===== src/rtl/core/amafir_pkg.sv =====
package amafir_pkg;

	localparam int SAMPLE_W    = 16;
	localparam int FIR_W       = 32;
	localparam int MA_W        = 19;
	localparam int TAPS        = 8;
	localparam int MA_LEN      = 6;
	localparam int Q15_SHIFT   = 15;
	localparam int ABS_W       = 18;
	localparam int RECIP_W     = 18;
	localparam int RECIP_SHIFT = 20;
	localparam int PROD_W      = ABS_W + RECIP_W;

	// ceil(2^20 / 6): exact floor(m / 6) for every m below 2^19
	localparam logic [RECIP_W-1:0] RECIP6 = 18'd174763;

	typedef logic signed [SAMPLE_W-1:0] sample_t;
	typedef logic signed [15:0]         coef_t;
	typedef logic signed [FIR_W-1:0]    fir_acc_t;
	typedef logic signed [MA_W-1:0]     ma_acc_t;

	typedef struct packed {
		logic shift;
	} cell_ctrl_t;

	localparam coef_t FIR_COEF [TAPS] = '{
		16'sd288, 16'sd1570, 16'sd5374, 16'sd9152,
		16'sd9152, 16'sd5374, 16'sd1570, 16'sd288
	};

endpackage


===== src/rtl/core/amafir_cell.sv =====
module amafir_cell (
	input  logic                   clk,
	input  logic                   arst_n,
	input  amafir_pkg::cell_ctrl_t ctrl,
	input  amafir_pkg::sample_t    sample,
	input  amafir_pkg::coef_t      coef,
	input  logic                   ma_tap,
	input  amafir_pkg::fir_acc_t   fir_in,
	input  amafir_pkg::ma_acc_t    ma_in,
	output amafir_pkg::fir_acc_t   fir_out,
	output amafir_pkg::ma_acc_t    ma_out
);

	amafir_pkg::fir_acc_t fir_q;
	amafir_pkg::ma_acc_t  ma_q;
	amafir_pkg::fir_acc_t prod;
	amafir_pkg::fir_acc_t fir_next;
	amafir_pkg::ma_acc_t  ma_next;

	assign prod     = amafir_pkg::FIR_W'(sample) * amafir_pkg::FIR_W'(coef);
	assign fir_next = prod + fir_in;
	assign ma_next  = ma_tap ? (ma_in + amafir_pkg::MA_W'(sample)) : '0;

	// partial sums stand for an all-zero history after reset
	always_ff @(posedge clk or negedge arst_n) begin
		if (!arst_n) begin
			fir_q <= '0;
			ma_q  <= '0;
		end else if (ctrl.shift) begin
			fir_q <= fir_next;
			ma_q  <= ma_next;
		end
	end

	assign fir_out = fir_q;
	assign ma_out  = ma_q;

endmodule


===== src/rtl/core/accel_moving_average_fir_filter.sv =====
// Accelerometer smoother: each accepted sample beat yields one result beat holding a
// six-sample moving average (truncated toward zero) and an eight-tap symmetric Q1.15
// low-pass FIR value (truncated toward zero). One sample is taken per clock while
// sample_ready is high; its result beat passes the final-tap, divide and output
// registers and leaves when the output is ready. The history lives in a row of seven
// transposed-form cells, each holding one FIR partial sum and one running-sum partial,
// that advance only when a sample beat is accepted; after reset they read as zero
// samples. Behind the cells sit three registered stages (final tap, divide, output)
// with per-stage valid bits, so bubbles collapse and stalls at the output back up one
// stage at a time.
module accel_moving_average_fir_filter (
	input  logic                clk,
	input  logic                arst_n,
	input  logic                sample_valid,
	output logic                sample_ready,
	input  amafir_pkg::sample_t sample,
	output logic                result_valid,
	input  logic                result_ready,
	output amafir_pkg::sample_t average_out,
	output amafir_pkg::sample_t lowpass_out
);

	amafir_pkg::fir_acc_t   fir_ps [1:amafir_pkg::TAPS];
	amafir_pkg::ma_acc_t    ma_ps  [1:amafir_pkg::TAPS];
	amafir_pkg::cell_ctrl_t ctrl;

	logic en1, en2, en3;
	logic v1_q, v2_q, v3_q;
	logic accept;

	amafir_pkg::fir_acc_t acc_d, acc_s1, lp_sum;
	amafir_pkg::ma_acc_t  ma_d, ma_s1, ma_mag;
	amafir_pkg::sample_t  lp_s2, avg_q, lp_q;
	logic [amafir_pkg::PROD_W-1:0] prod_s2;
	logic [amafir_pkg::SAMPLE_W-1:0] quot;
	logic neg_s2;

	assign en3          = !v3_q || result_ready;
	assign en2          = !v2_q || en3;
	assign en1          = !v1_q || en2;
	assign sample_ready = en1;
	assign accept       = sample_valid && sample_ready;
	assign ctrl.shift   = accept;

	assign fir_ps[amafir_pkg::TAPS] = '0;
	assign ma_ps[amafir_pkg::TAPS]  = '0;

	for (genvar k = 1; k < amafir_pkg::TAPS; k++) begin : g_cell
		amafir_cell u_cell (
			.clk     (clk),
			.arst_n  (arst_n),
			.ctrl    (ctrl),
			.sample  (sample),
			.coef    (amafir_pkg::FIR_COEF[k]),
			.ma_tap  (k < amafir_pkg::MA_LEN),
			.fir_in  (fir_ps[k+1]),
			.ma_in   (ma_ps[k+1]),
			.fir_out (fir_ps[k]),
			.ma_out  (ma_ps[k])
		);
	end

	// leading tap closes both sums
	assign acc_d = amafir_pkg::FIR_W'(sample) * amafir_pkg::FIR_W'(amafir_pkg::FIR_COEF[0])
		+ fir_ps[1];
	assign ma_d  = amafir_pkg::MA_W'(sample) + ma_ps[1];

	// bias negatives so the shift truncates toward zero
	assign lp_sum = acc_s1 + (acc_s1[amafir_pkg::FIR_W-1] ? 32'sd32767 : 32'sd0);
	assign ma_mag = ma_s1[amafir_pkg::MA_W-1] ? -ma_s1 : ma_s1;
	assign quot   = prod_s2[amafir_pkg::RECIP_SHIFT +: amafir_pkg::SAMPLE_W];

	always_ff @(posedge clk or negedge arst_n) begin
		if (!arst_n) begin
			v1_q <= 1'b0;
			v2_q <= 1'b0;
			v3_q <= 1'b0;
		end else begin
			if (en1) v1_q <= accept;
			if (en2) v2_q <= v1_q;
			if (en3) v3_q <= v2_q;
		end
	end

	always_ff @(posedge clk) begin
		if (en1 && accept) begin
			acc_s1 <= acc_d;
			ma_s1  <= ma_d;
		end
		if (en2 && v1_q) begin
			lp_s2   <= lp_sum[amafir_pkg::Q15_SHIFT +: amafir_pkg::SAMPLE_W];
			neg_s2  <= ma_s1[amafir_pkg::MA_W-1];
			prod_s2 <= amafir_pkg::PROD_W'(ma_mag[amafir_pkg::ABS_W-1:0])
				* amafir_pkg::PROD_W'(amafir_pkg::RECIP6);
		end
		if (en3 && v2_q) begin
			avg_q <= neg_s2 ? -amafir_pkg::sample_t'(quot) : amafir_pkg::sample_t'(quot);
			lp_q  <= lp_s2;
		end
	end

	assign result_valid = v3_q;
	assign average_out  = avg_q;
	assign lowpass_out  = lp_q;

	a_accept_lands: assert property (@(posedge clk) disable iff (!arst_n)
		accept |=> v1_q)
		else $error("accepted sample beat did not reach stage one");

	a_s1_hold: assert property (@(posedge clk) disable iff (!arst_n)
		(v1_q && !en2) |=> (v1_q && $stable(acc_s1) && $stable(ma_s1)))
		else $error("stage one lost its contents while stalled");

	a_out_source: assert property (@(posedge clk) disable iff (!arst_n)
		$rose(result_valid) |-> $past(v2_q))
		else $error("result beat appeared without a stage two item");

	a_no_take_when_full: assert property (@(posedge clk) disable iff (!arst_n)
		(v1_q && v2_q && v3_q && !result_ready) |-> !sample_ready)
		else $error("sample taken with every stage full and output stalled");

endmodule

===== config.mk =====
export PLATFORM = sky130hd
export DESIGN_NAME = accel_moving_average_fir_filter
export DESIGN_NICKNAME = d
export VERILOG_FILES = /design/src/rtl/core/amafir_pkg.sv /design/src/rtl/core/amafir_cell.sv /design/src/rtl/core/accel_moving_average_fir_filter.sv
export SDC_FILE = /design/constraint.sdc
export NUM_CORES = 2
export LEC_CHECK = 0
export BUFFER_PORTS_ARGS = -buffer_cell sky130_fd_sc_hd__buf_2
export CORE_ASPECT_RATIO = 1.1
export CORE_MARGIN = 3
export CORE_UTILIZATION = 40
export CTS_BUF_LIST = sky130_fd_sc_hd__clkbuf_8
export DETAILED_ROUTE_END_ITERATION = 10
export PLACE_DENSITY_LB_ADDON = 0.3
export REMOVE_ABC_BUFFERS = 1
export SKIP_LAST_GASP = 1
export SLEW_MARGIN = 30
export SYNTH_ARGS = -nofsm -noshare
export SYNTH_HDL_FRONTEND = slang
export SYNTH_SLANG_ARGS = --single-unit

===== constraint.sdc =====
create_clock -name clk -period 16.9 [get_ports clk]
set_input_delay 1.69 -clock clk [delete_from_list [all_inputs] [get_ports clk]]
set_output_delay 1.69 -clock clk [all_outputs]
set_load 0.01 [all_outputs]

# [Word-level counts from Yosys, hierarchy flattened]
# Cells that the tools add are included.
[classes] addsub=15 n_mux=3 n_mul=5 reduce_logical=10
[op_table] op="$add 32x32->32" count=4
[op_table] op="$add 19x19->19" count=3
[op_table] op="$mul 18x19->36 const B" count=1
[op_table] op="$add 26x32->32" count=1
[op_table] op="$add 28x32->32" count=1
[op_table] op="$add 31x16->31" count=1
[op_table] op="$add 28x26->29" count=1
[op_table] op="$mul 16x13->29 const B" count=1
[op_table] op="$mul 16x11->27 const B" count=1
[op_table] op="$mul 16x9->25 const B" count=1
[op_table] op="$mul 16x5->21 const B" count=1
[op_table] op="$add 16x19->19" count=1
[op_table] op="$mux 18" count=1
[op_table] op="$neg 18->18" count=1
[op_table] op="$add 16x16->17" count=1
[op_table] op="$mux 16" count=1
[op_table] op="$neg 16->16" count=1
[op_table] op="$mux 15" count=1
[op_table] op="$logic_and 1x1->1" count=4
[op_table] op="$logic_not 1->1" count=3
[op_table] op="$logic_or 1x1->1" count=3
[totals] output_inout_bits=34 reg_bits=444 in_bits=20

# [Depth between registers and ports, before layout]
[depth] depth_word=6 depth_mapped=34 ltp_nobuf=33

# [By module]
# From an unflattened synthesis, not the netlist that was laid out.
[unflattened] hier_cells=11347 hier_area_um2=108245.1
[by_module_without_submodules] mod="amafir_cell at g_cell[3].u_cell ..." area_per_inst_um2=13736.9 cells_per_inst=1459 n_inst=3
[by_module_without_submodules] mod="amafir_cell at g_cell[1].u_cell" area_per_inst_um2=13842.0 cells_per_inst=1466 n_inst=1
[by_module_without_submodules] mod="amafir_cell at g_cell[2].u_cell" area_per_inst_um2=13760.7 cells_per_inst=1472 n_inst=1
[by_module_without_submodules] mod="amafir_cell at g_cell[6].u_cell" area_per_inst_um2=13520.5 cells_per_inst=1414 n_inst=1
[by_module_without_submodules] mod="amafir_cell at g_cell[7].u_cell" area_per_inst_um2=13480.4 cells_per_inst=1426 n_inst=1
[by_module_without_submodules] mod="accel_moving_average_fir_filter" area_per_inst_um2=12430.7 cells_per_inst=1192 n_inst=1

# [Worst setup path after synthesis]
# No wires, ideal clock.
[synth_timing] path_type="input to register" startpoint="input port sample[11]" endpoint="register g_cell[2].u_cell.fir_q[30]" t_arrival_ns=8.150 setup_time_ns=0.133 stages=27 slack_ns=8.616 path_cell_list="inv_1 -> fa_1 -> fa_1 -> fa_1 -> inv_1 -> fa_1 -> inv_1 -> fa_1 -> inv_1 -> ha_1 -> buf_6 -> a21oi_2 -> a21oi_1 -> or4b_1 -> o21a_1 -> xor2_1 -> ha_1 -> o21a_1 -> or2_2 -> a32o_1 -> a21oi_1 -> o21ai_1 -> o31a_1 -> o41a_1 -> a21oi_1 -> xor2_1 -> o21ai_0"
[synth_via] elab_chain_cells=2
[synth_rtl] element="from (decl)" line="accel_moving_average_fir_filter.sv:16" source="input amafir_pkg::sample_t sample,"
[synth_rtl] element="$mul 16x13->29" line="amafir_cell.sv:20" source="assign prod = amafir_pkg::FIR_W'(sample) * amafir_pkg::FIR_W'(coef);"
[synth_rtl] element="$add 32x32->32" line="amafir_cell.sv:21" source="assign fir_next = prod + fir_in;"
[synth_rtl] element="to (signal assigned)" line="amafir_cell.sv:30" source="fir_q <= fir_next;"
[synth_rtl] element="to (decl)" line="amafir_cell.sv:14" source="amafir_pkg::fir_acc_t fir_q;"
# No other way between the ends.
# A chain may end at the register's enable or synchronous reset.

# [Worst setup path in the final report]
[layout_timing] startpoint="register ma_s1[0]" endpoint="register prod_s2[35] (netlist bit) (data pin)"
[layout_via] elab_chain_cells=3
[layout_rtl] element="from (decl)" line="accel_moving_average_fir_filter.sv:32" source="amafir_pkg::ma_acc_t ma_d, ma_s1, ma_mag;"
[layout_rtl] element="from (signal assigned)" line="accel_moving_average_fir_filter.sv:88" source="ma_s1 <= ma_d;"
[layout_rtl] element="$neg 18->18" line="accel_moving_average_fir_filter.sv:70" source="assign ma_mag = ma_s1[amafir_pkg::MA_W-1] ? -ma_s1 : ma_s1;"
[layout_rtl] element="$mux 18 *" line="accel_moving_average_fir_filter.sv:70"
[layout_rtl] element="$mul 18x19->36 *" line="accel_moving_average_fir_filter.sv:94" source="* amafir_pkg::PROD_W'(amafir_pkg::RECIP6);"
[layout_rtl] element="to (signal assigned)" line="accel_moving_average_fir_filter.sv:93" source="prod_s2 <= amafir_pkg::PROD_W'(ma_mag[amafir_pkg::ABS_W-1:0])"
[layout_rtl] element="to (decl)" line="accel_moving_average_fir_filter.sv:34" source="logic [amafir_pkg::PROD_W-1:0] prod_s2;"
# Every way passes the cells marked *; elsewhere a longest branch is shown, timed or not.

==> reports/summary.txt <==
Initial antenna violation count: 9
Most frequent CP cell: inv_1
Hold slack: 0.413 ns
Hold Path Sink: lowpass_out[12]$_DFFE_PP_
Worst hold path type: flip-flop to flip-flop
Via count: 30700
Dpl hpwl: 79900 µm
Hold Crit Depth: 0
Maxcap violations: 0
Post-CTS Setup Inserts: 0
Primary FF master, synth: dfrtp_1
Kind of critical path: flip-flop to flip-flop
Std-Cell Rows: 122
Port Buffers: 53
Largest net degree at the start of global routing: 248
Worst-Skew Late Latency: 0.72 ns
Initial Util: 0.406
I/O pins: 54
CTS tree: done
CP required: 17.36 ns
Reg2reg setup slack: 7.92 ns
Post-route cell area: 44600 µm²
DRT antenna net count: 0
Number of global-route vias before repair: 32200
Ys async rst share: 0.715
RSZ-0062 raised after global routing: false
Total gr overflow: 0
Slew headroom: 0.377
Core area: 101000 µm²
Post-CTS resize count: 0
Worst-path clk slew: 0.06 ns
Cts bufs inserted: 80
Drt first pass iters: 5
Final WL: 102000 µm
Hold Path Origin: lp_s2[12]$_DFFE_PP_
Distinct cells, synth: 88
Crit-path max cell delay: 0.57 ns
Tmin final: 8.98 ns
Share of cells above drive strength 1: 0.0516
Synth top area share: 0.200
Number of flops mapped to enable cells by yosys: 115
1st-iter DRT viols: 1577
Fin. max-slew vios: 0
Final hold viol count: 0
R2R Path End: prod_s2[35]$_DFFE_PP_
Synth top area cells: ha_1 20%, dfrtp_1 18%, fa_1 12%
Synth Instances: 4460
# setup viols final: 0
Post-DP Area: 42900 µm²
Yosys warning total: 0
Root buffer cell: clkbuf_8
CTS H-tree lvls: 3
Avg Cell Area, Syn: 9.21 µm²
Clock skew: 0.0567 ns
Slew @ Worst Pin: 0.911 ns
Worst r2r path cells: 32
DRC Markers: 0
Synth cell count leaders: 655 x ha_1, 582 x inv_1, 519 x nand2_1, 341 x o21ai_0, 289 x dfrtp_1
Most instantiated library cell after synthesis: ha_1
Total Nets Final: 5449
Avg WL per Cell: 17.0 µm
GP Congestion: 0.876
Vias per inst: 5.14
Filler cell count: 9891
Clk sinks: 404
Fmax: 111 MHz
Yosys reg bits: 404
Chip Height: 342 µm
Setup TNS: 0 ns
Reg2reg start: ma_s1[0]$_DFFE_PP_
Slowest CP cell: fa_1
Fin crit share: 0.531
All-Layer GR Usage: 0.194
Crit. End Element: flip-flop
Top cell type by total area after synthesis: ha_1
Die Area: 107000 µm²
Synthesized cell area: 41100 µm²
CTS Buffer Depth: 3
First-pass GRT wire length: 166000 µm
Die Wd: 312 µm
Layout area overhead: 8.49%
Seq/Total Area, Yosys: 0.260
Crit. Startpoint: ma_s1[0]$_DFFE_PP_
Critical path fanouts, max: 5
Crit path launch type: flip-flop
Critical Path AT: 9.44 ns
Status: completed
Hold-fix buffers, CTS: 0
-- layout make-up --
| class | instances | area (µm²) | share of cell area |
|---|---|---|---|
| clock inverters | 43 | 253 | 0.00567 |
| inverters | 582 | 2190 | 0.0491 |
| flip-flops and latches | 404 | 10700 | 0.240 |
| well taps | 1364 | 1710 | 0.0383 |
| multi-input cells | 3399 | 27900 | 0.627 |
| diodes | 10 | 25.0 | 0.000562 |
| clock buffers | 98 | 1350 | 0.0303 |
| repair buffers | 66 | 424 | 0.00952 |
-- metal layers --
metal | wire, µm | vias up | global-route usage | part of all wire
li1 | - | 15400 | - | -
met3 | 3780 | 192 | 0.0284 | 0.037
met5 | 20 | - | 0 | 0.00020
met1 | 44100 | 14600 | 0.237 | 0.43
met2 | 49800 | 433 | 0.345 | 0.49
met4 | 3840 | 4 | 0.0763 | 0.038
-- logic make-up after synthesis --
| family | after synthesis | share of synthesized area |
|---|---|---|
| compound gates | 1038 | 0.159 |
| xor+xnor | 397 | 0.0850 |
| fa+ha+maj | 896 | 0.317 |
| buf+inv | 657 | 0.0602 |
| flops | 404 | 0.260 |
| mux | 11 | 0.00289 |
| simple gates | 1057 | 0.115 |
-- metrics by stage --
step                      instances   util  setup slack (ns)
after floorplan                4385      -             0.839
after global placement         5814  0.424              7.44
after detailed placement       5814  0.424              7.37
after CTS                      5955  0.440              7.88
after global routing           5960  0.440              7.39
final                          5966  0.440              7.92
-- cell usage in the layout, fill, tap and decap left out, types with 27 or more instances in the layout --
cell type and n:
ha_1 655, inv_1 601, nand2_1 518, o21ai_0 341
dfrtp_1 289, xnor2_1 246, fa_1 241, a21oi_1 240
nor2_1 185, xor2_1 150, a21o_1 129, edfxtp_1 115
clkbuf_8 98, nand3_1 71, nor3_1 59, buf_2 51
nand2b_1 49, nor2b_1 41, o21bai_1 40, o21a_1 34
o31ai_1 29, a211oi_1 28, or3_1 27
-- state kept, by name, indices dropped and copies added, names as in the netlist, 16 cells and up --
| signal | flops |
|---|---|
| acc_s1 | 31 |
| g_cell.u_cell.ma_out | 90 |
| prod_s2 | 16 |
| lowpass_out | 16 |
| g_cell.u_cell.fir_out | 196 |
| average_out | 16 |
| ma_s1 | 19 |
| lp_s2 | 16 |
-- worst max-delay path by stage --
stage                                                     to  slack [ns]  cells past startpoint
CTS                                    prod_s2[35]$_DFFE_PP_        7.88                     32
global placement    g_cell[2].u_cell.fir_out[30]$_DFFE_PN0P_        7.44                     29
detailed placement  g_cell[2].u_cell.fir_out[30]$_DFFE_PN0P_        7.37                     29
global route                           prod_s2[35]$_DFFE_PP_        7.39                     32
floorplan            g_cell[3].u_cell.ma_out[16]$_DFFE_PN0P_        0.84                      7
finish                                 prod_s2[35]$_DFFE_PP_        7.92                     32
-- critical path, delay by kind of cell (launching register included) --
kind | cells | cell delay (ns)
DFF | 1 | 0.46
xor gates and xnor gates | 2 | 0.57
adders and majority gates | 8 | 3.52
buffers and inverters | 7 | 0.57
AOI/OAI and AO/OA | 8 | 2.09
and+or+nand+nor | 7 | 1.51
Power is not shown: default switching activity piles up to over one toggle a cycle in this logic, so the estimate is an artifact.
